[src/hdl/spq_pkg.sv]
`default_nettype none
package spq_pkg;

    localparam int QUEUE_DEPTH_DEF = 16;

    localparam int PRI_W = 8;
    localparam int ID_W  = 16;
    localparam int OCC_W = 5;

    typedef logic [PRI_W-1:0] t_pri;
    typedef logic [ID_W-1:0]  t_id;
    typedef logic [OCC_W-1:0] t_occ;

    typedef enum logic [1:0] {
        ST_INSERTED = 2'd0,
        ST_REMOVED  = 2'd1,
        ST_EMPTY    = 2'd2,
        ST_FULL     = 2'd3
    } t_status;

    typedef enum logic {
        MODE_INSERT = 1'b0,
        MODE_REMOVE = 1'b1
    } t_mode;

endpackage
`default_nettype wire

[src/hdl/stable_priority_queue_unit.sv]
`default_nettype none
// Sorted priority queue of QUEUE_DEPTH entries held in a row of slot registers,
// slot 0 being the head. One word (insert or removal) is taken every clock:
// o_busy stays low. The word is registered, then every slot compares its
// priority with the request in parallel and shifts or loads in a single pass,
// and the result passes through the result register to the output ports, marked
// by o_strobe for exactly one cycle. The receiver cannot stall: each result
// must be taken in the cycle it is shown. Equal priorities leave in arrival
// order; inserts into a full queue and removals from an empty one only report
// a status.
module stable_priority_queue_unit #(
    parameter int QUEUE_DEPTH = spq_pkg::QUEUE_DEPTH_DEF
) (
    input  wire logic               i_clk,
    input  wire logic               i_rst_n,
    input  wire logic               i_start,
    output logic                    o_busy,
    input  wire logic               i_mode,
    input  wire spq_pkg::t_pri      i_priority_req,
    input  wire spq_pkg::t_id       i_patient_id,
    output logic                    o_strobe,
    output logic [1:0]              o_status,
    output spq_pkg::t_id            o_out_id,
    output spq_pkg::t_pri           o_out_priority,
    output spq_pkg::t_occ           o_occupancy
);
    import spq_pkg::*;

    localparam int CNT_W = $clog2(QUEUE_DEPTH + 1);

    // input register
    logic   r_in_vld;
    t_mode  r_mode;
    t_pri   r_pri;
    t_id    r_pid;

    // slot row, valid bits form a thermometer from slot 0
    t_pri                   r_slot_pri [QUEUE_DEPTH];
    t_id                    r_slot_id  [QUEUE_DEPTH];
    logic [QUEUE_DEPTH-1:0] r_valid;
    logic [CNT_W-1:0]       r_count;

    t_pri                   n_slot_pri [QUEUE_DEPTH];
    t_id                    n_slot_id  [QUEUE_DEPTH];
    logic [QUEUE_DEPTH-1:0] n_valid;
    logic [CNT_W-1:0]       n_count;

    // result register
    logic    r_strobe;
    t_status r_status;
    t_id     r_out_id;
    t_pri    r_out_pri;

    t_status n_status;
    t_id     n_out_id;
    t_pri    n_out_pri;

    // slot is behind the insert point: empty or strictly greater priority
    logic [QUEUE_DEPTH-1:0] w_behind;
    logic                   w_full;
    logic                   w_empty;
    logic                   w_do_ins;
    logic                   w_do_rem;

    assign w_full   = r_valid[QUEUE_DEPTH-1];
    assign w_empty  = !r_valid[0];
    assign w_do_ins = r_in_vld && (r_mode == MODE_INSERT) && !w_full;
    assign w_do_rem = r_in_vld && (r_mode == MODE_REMOVE) && !w_empty;

    always_comb begin
        for (int i = 0; i < QUEUE_DEPTH; i++) begin
            w_behind[i] = !r_valid[i] || (r_slot_pri[i] > r_pri);
        end
    end

    always_comb begin
        for (int i = 0; i < QUEUE_DEPTH; i++) begin
            n_slot_pri[i] = r_slot_pri[i];
            n_slot_id[i]  = r_slot_id[i];
            n_valid[i]    = r_valid[i];
            if (w_do_ins) begin
                if (i == 0) begin
                    n_valid[i] = 1'b1;
                    if (w_behind[i]) begin
                        n_slot_pri[i] = r_pri;
                        n_slot_id[i]  = r_pid;
                    end
                end else begin
                    n_valid[i] = r_valid[i] || r_valid[i-1];
                    if (w_behind[i] && !w_behind[i-1]) begin
                        n_slot_pri[i] = r_pri;
                        n_slot_id[i]  = r_pid;
                    end else if (w_behind[i]) begin
                        n_slot_pri[i] = r_slot_pri[i-1];
                        n_slot_id[i]  = r_slot_id[i-1];
                    end
                end
            end else if (w_do_rem) begin
                if (i == QUEUE_DEPTH - 1) begin
                    n_valid[i] = 1'b0;
                end else begin
                    n_valid[i]    = r_valid[i+1];
                    n_slot_pri[i] = r_slot_pri[i+1];
                    n_slot_id[i]  = r_slot_id[i+1];
                end
            end
        end
    end

    always_comb begin
        n_count   = r_count;
        n_out_id  = '0;
        n_out_pri = '0;
        n_status  = ST_INSERTED;
        if (r_mode == MODE_INSERT) begin
            if (w_full) begin
                n_status = ST_FULL;
            end else begin
                n_count = r_count + CNT_W'(1);
            end
        end else begin
            if (w_empty) begin
                n_status = ST_EMPTY;
            end else begin
                n_status  = ST_REMOVED;
                n_out_id  = r_slot_id[0];
                n_out_pri = r_slot_pri[0];
                n_count   = r_count - CNT_W'(1);
            end
        end
    end

    always_ff @(posedge i_clk) begin
        if (!i_rst_n) begin
            r_in_vld <= 1'b0;
            r_strobe <= 1'b0;
            r_valid  <= '0;
            r_count  <= '0;
        end else begin
            r_in_vld <= i_start;
            r_strobe <= r_in_vld;
            r_valid  <= n_valid;
            if (r_in_vld) begin
                r_count <= n_count;
            end
        end
    end

    always_ff @(posedge i_clk) begin
        r_mode <= t_mode'(i_mode);
        r_pri  <= i_priority_req;
        r_pid  <= i_patient_id;
        for (int i = 0; i < QUEUE_DEPTH; i++) begin
            r_slot_pri[i] <= n_slot_pri[i];
            r_slot_id[i]  <= n_slot_id[i];
        end
        if (r_in_vld) begin
            r_status  <= n_status;
            r_out_id  <= n_out_id;
            r_out_pri <= n_out_pri;
        end
    end

    assign o_busy         = 1'b0;
    assign o_strobe       = r_strobe;
    assign o_status       = r_status;
    assign o_out_id       = r_out_id;
    assign o_out_priority = r_out_pri;
    assign o_occupancy    = OCC_W'(r_count);

    // checks
    a_strobe_follows_start: assert property (@(posedge i_clk) disable iff (!i_rst_n)
        r_in_vld |=> o_strobe)
        else $error("result strobe missing");

    a_count_matches_valid: assert property (@(posedge i_clk) disable iff (!i_rst_n)
        $countones(r_valid) == r_count)
        else $error("entry count out of step with valid bits");

    a_insert_grows: assert property (@(posedge i_clk) disable iff (!i_rst_n)
        (r_in_vld && r_mode == MODE_INSERT && !w_full) |=>
            (r_count == $past(r_count) + CNT_W'(1)))
        else $error("insert did not add an entry");

    a_empty_zero_fields: assert property (@(posedge i_clk) disable iff (!i_rst_n)
        (o_strobe && (o_status == ST_EMPTY || o_status == ST_FULL)) |->
            (o_out_id == '0 && o_out_priority == '0))
        else $error("non-removal result carries data");

endmodule
`default_nettype wire
[config.mk]
export PLATFORM = sky130hd
export DESIGN_NAME = stable_priority_queue_unit
export DESIGN_NICKNAME = d
export VERILOG_FILES = /design/src/hdl/spq_pkg.sv /design/src/hdl/stable_priority_queue_unit.sv
export SDC_FILE = /design/constraint.sdc
export NUM_CORES = 1
export LEC_CHECK = 0
export BUFFER_PORTS_ARGS = -buffer_cell sky130_fd_sc_hd__buf_4
export CAP_MARGIN = 20
export CORE_MARGIN = 10
export CORE_UTILIZATION = 40
export CTS_CLUSTER_DIAMETER = 50
export CTS_CLUSTER_SIZE = 40
export DETAILED_ROUTE_END_ITERATION = 7
export PLACE_DENSITY = 0.57
export SETUP_SLACK_MARGIN = 0.05
export SLEW_MARGIN = 20
export SYNTH_ARGS = -nofsm -noshare
export SYNTH_HDL_FRONTEND = slang
export SYNTH_SLANG_ARGS = --single-unit
[constraint.sdc]
create_clock -name i_clk -period 4.73 [get_ports i_clk]
set_clock_uncertainty 0.15 [all_clocks]
set_input_delay 0.946 -clock i_clk [delete_from_list [all_inputs] [get_ports i_clk]]
set_output_delay 0.946 -clock i_clk [all_outputs]
set_load 0.1 [all_outputs]
Yosys cells after proc, flatten, opt, wreduce, memory -nomap -nowiden
Memory sizes are Yosys's and may differ from the RTL's.
Cells that the tools add are included.
{ "word_totals": {"regBits": 74, "mem_count": 2, "in_bits": 28, "mem_bits_rw": 384, "elab_cells": 279} }
{ "memory_table": {"columns": ["memory", "depth", "width", "rd", "rd_ports_with_merged_regs", "write_ports", "line_no", "text"], "rows": [
  ["r_slot_id", 16, 16, 16, 0, 16, "stable_priority_queue_unit.sv:39", "t_id r_slot_id [QUEUE_DEPTH];"],
  ["r_slot_pri", 16, 8, 16, 0, 16, "stable_priority_queue_unit.sv:38", "t_pri r_slot_pri [QUEUE_DEPTH];"]
]} }
{ "classes": {"order_cmp": 16, "n_addsub": 2, "mux": 162, "bitwise_logic": 1, "n_eq_ne": 2, "n_reduce_logical": 84} }
{ "op_table": {"columns": ["cell", "count"], "rows": [
  ["16-bit two-way mux", 62],
  ["8-bit two-way mux", 62],
  ["8-bit > comparator", 16],
  ["1-bit two-way mux", 32],
  ["1-bit logical NOT", 31],
  ["1-bit logical OR", 31],
  ["1-bit logical AND", 19],
  ["5-bit two-way mux", 3],
  ["2-bit two-way mux", 3],
  ["5-bit by 1-bit adder with 5-bit output (second input constant)", 1],
  ["5-bit by 1-bit subtractor with 5-bit output (second input constant)", 1],
  ["3-bit AND reduction", 1],
  ["2-bit by 1-bit inequality test with 1-bit output (second input constant)", 1],
  ["2-bit inequality test (second input constant)", 1],
  ["2-bit AND reduction", 1],
  ["2-bit nonzero test", 1],
  ["1-bit NOT", 1]
]} }

Longest topological paths before layout
An unclocked memory read counts as a cell.
{ "logic_depth": {"ltp_word": 7, "mapped_depth": 11} }

Worst setup path before layout
OpenSTA, ideal clock, no wires.
{ "synth_path": {"path_type": "register -> register", "start": "register r_pri[3] (netlist name)", "end": "memory r_slot_id[0][0] (netlist bit), enable pin", "slack_ns": 0.589, "synth_period_minus_slack_ns": 4.141, "required_time_ns": 4.142, "t_arrival_ns": 3.552, "setup_time_ns": 0.438, "stages_incl_launch_ff": 10, "cell_sequence": "dfxtp_1 > clkbuf_1 > inv_1 > ha_1 > nand2_1 > o21bai_1 > a21oi_1 > o31ai_2 > clkbuf_1 > o21ai_0"} }
{ "synth_rtl": {"columns": ["element", "line_no"], "rows": [
  ["end: declaration", "stable_priority_queue_unit.sv:39"]
]} }

==> flow_metrics.py <==
metrics = {
    "timing": {
        "hold_viol": 0,
        "timing.final.crit_share": 0.773,
        "hold_slack_ns": 0.287,
        "slew_violations": 0,
        "rsz0062_at_grt": "false",
        "fin_tns_setup_ns": 0,
        "period_needed_ns": 3.66,
        "fmax_mhz": 273,
        "setup_viol": 0,
        "maxSlewHeadroom": 0.357,
        "tightest_slew_ns": 0.963,
    },
    "worst_setup_path": {
        "cp.arrival_ns": 3.96,
        "criticalPathCategory": "register to register",
        "rr_worst_depth": 9,
        "cp-end-kind": "register",
        "rrSetupSlack_ns": 1.07,
        "critPathLaunchType": "register",
        "timing.rr.start": "r_pri[1]",
        "cp_max_fo": 33,
        "worst_r2r_endpoint": "r_slot_id[1][56]",
        "cp.required_ns": 5.03,
    },
    "synth": {
        "ys_seq_area_frac": 0.519,
        "synth_top_family_by_area": "compound AO/OA/AOI/OAI gates",
        "synth_most_common_cell": "edfxtp_1",
        "synth_area_um2": 25600,
        "yosysUniqueCellTypes": 45,
        "ys_ff_latch": 458,
        "avgSynthCellArea_um2": 9.58,
        "synthFlopType": "edfxtp_1",
        "yosys.area.top_type_share": 0.481,
        "synth_xor_area_frac": 0.00137,
        "synthMuxAreaShare": 0.0135,
        "synth_adder_area_share": 0.0649,
        "yosys_warnings": 0,
        "synth_enable_flop_cells": 410,
        "yosysTopAreaCell": "edfxtp_1",
        "synth_compound_area_frac": 0.260,
        "async_flop_share": 0,
        "synthTopCellsByArea": "edfxtp_1 (48%), a31oi_1 (8.2%), o21ai_0 (7.6%), a21oi_1 (7.5%), ha_1 (6.4%)",
        "synthTopCellsByCount": "edfxtp_1 (410), o21ai_0 (388), a21oi_1 (384), nor2_1 (342), a31oi_1 (337)",
        "netlist_instances": 2669,
        "syn_nets": 2829,
        "yosys.area_share.simple": 0.0891,
    },
    "routing": {
        "ant_nets": 0,
        "firstDrtPassIters": 5,
        "wire_per_inst_um": 23.0,
        "routed_wl_mm": 79.8,
        "vias": 21500,
        "vias_per_cell": 6.21,
        "drc": 0,
        "drt_iter0_drc": 2093,
    },
    "outcome": {
        "status": "finished clean",
    },
    "finish": {
        "num-nets-final": 2740,
        "area_delta_synth_final_pct": 12.2,
        "final_layout_size_suffix_gt1_frac": 0.113,
        "fillCellCount": 5928,
        "fin_util": 0.454,
        "diodes": 0,
    },
    "global_routing": {
        "antenna_found_initial": 0,
        "met2_usage": 0.317,
        "grt_pass1_vias": 20700,
        "overflow": 0,
        "gr-max-usage-layer": "met2",
        "grt_pass1_wl_mm": 125,
        "grt_max_degree": 167,
        "grt_usage": 0.207,
        "met3_usage": 0.0245,
        "grtUsageMet1": 0.293,
    },
    "placement": {
        "place.port_buffers": 59,
        "place_congestion": 0.875,
        "hpwl_mm": 52.0,
    },
    "power": {
        "switching_share": 0.277,
        "seqPwrFrac": 0.466,
        "switching_power_uw": 2820,
        "power_frac_comb": 0.111,
        "powerDensity_nw_per_um2": 355,
        "p_leak_uw": 0.0103,
        "intPower_uw": 7370,
        "peakVddDrop_uv": 274,
        "p_clk_frac": 0.422,
    },
    "clocking": {
        "path_clk_slew_ns": 0.07,
        "cts-hold-fix-buffers": 0,
        "clock_sinks": 458,
        "ctsHtreeMaxLevel": 2,
        "clockBufferDepth": 3,
        "tritoncts": "done",
        "numCtsBuffers": 50,
        "post-cts-setup-buffers": 0,
        "cts-root-buf": "clkbuf_16",
        "insertion_delay_ns": 0.61,
        "cts_resized": 0,
    },
    "floorplan": {
        "die-area_um2": 74500,
        "start_util": 0.405,
        "rows": 92,
        "die_w_um": 273,
        "pin_count": 61,
        "die_y_um": 273,
        "core_area_um2": 63200,
    },
    "min_path": {
        "holdPathStages": 1,
        "hold_class": "primary input to register",
        "hold_end": "r_mode",
        "hold_start": "i_mode",
    },
    "job": {
        "max_cap_viol_count": 0,
    },
}
layout by cell type, fill, tap and decap left out, drive strengths merged, types with 18 or more instances in the layout:
| cell type | netlist | routed |
|---|---|---|
| nor2b | 18 | 18 |
| buf | 96 | 142 |
| o21ai | 391 | 391 |
| ha | 131 | 131 |
| and3 | 23 | 23 |
| nor2 | 342 | 342 |
| edfxtp | 410 | 410 |
| inv | 42 | 59 |
| a31oi | 337 | 337 |
| nand2 | 75 | 75 |
| mux2 | 24 | 24 |
| nand4 | 23 | 23 |
| clkbuf | 187 | 57 |
| a21oi | 384 | 384 |
| dfxtp | 48 | 48 |
critical path, stage by stage (launching register included):
cell and delay [ns]:
dfxtp_1 0.31, inv_1 0.68, ha_1 0.38, nor2b_1 0.14, o211ai_1 0.15, a21oi_1 0.14
o31ai_4 0.69, buf_4 0.48, o21ai_0 0.20, a21oi_1 0.16
per-stage QoR:
step                      power (µW)  setup slack [ns]  std cells  cell area, µm²
final                          10200              1.07       3468           28700
after global routing           10500             0.854       3468           28700
after CTS                      10200              1.05       3467           28700
after detailed placement        5950              1.10       3373           26900
after global placement          5920              1.17       3373           26900
after floorplan                 5550             0.589       2669           25600
sequential cells by signal, indices dropped and copies added, names as in the netlist:
name,cells
r_slot_id,256
o_occupancy,5
r_slot_pri,128
r_in_vld,1
r_pid,16
r_valid,16
r_mode,1
o_status,2
r_pri,8
o_strobe,1
o_out_priority,8
o_out_id,16
routing by layer:
| layer | vias up | part of all wire |
|---|---|---|
| li1 | 9879 | - |
| met1 | 10600 | 0.45 |
| met2 | 908 | 0.45 |
| met3 | 125 | 0.064 |
| met4 | 0 | 0.040 |
| met5 | - | 0 |
layout make-up:
type                    count  area, µm²  area share
inverters                  42        165     0.00575
flip-flops and latches    458      13300       0.462
multi-input cells        1886      11200       0.392
clock buffers              57       1360      0.0474
well taps                 846       1060      0.0369
clock inverters            37        445      0.0155
repair buffers            142       1160      0.0403
kinds of logic after synthesis:
| group | Yosys count |
|---|---|
| buffers and inverters | 325 |
| other | 1 |
| xor gates and xnor gates | 4 |
| and+or+nand+nor | 530 |
| muxes | 24 |
| DFF | 458 |
| adders and majority gates | 132 |
| AOI/OAI and AO/OA | 1195 |
worst max-delay path by stage:
stage          startpoint           endpoint  slack (ns)
5_1_grt          r_pri[4]  r_slot_id[0][117]        0.85
3_3_place_gp     r_pri[1]   r_slot_id[1][58]        1.17
4_1_cts          r_pri[4]   r_slot_id[0][27]        1.05
2_1_floorplan    r_pri[3]    r_slot_id[0][0]        0.59
3_5_place_dp     r_pri[4]   r_slot_id[0][19]        1.10
6_report         r_pri[1]   r_slot_id[1][56]        1.07
power by group through the flow:
| stage | Clock (µW) | Sequential, µW | Combinational (µW) |
|---|---|---|---|
| floorplan | 0 | 4820 | 739 |
| global placement | 0 | 4830 | 1100 |
| detailed placement | 0 | 4830 | 1120 |
| CTS | 4370 | 4740 | 1130 |
| global route | 4520 | 4760 | 1260 |
| finish | 4310 | 4750 | 1140 |
No activity file was read; power rests on OpenSTA's default activity.
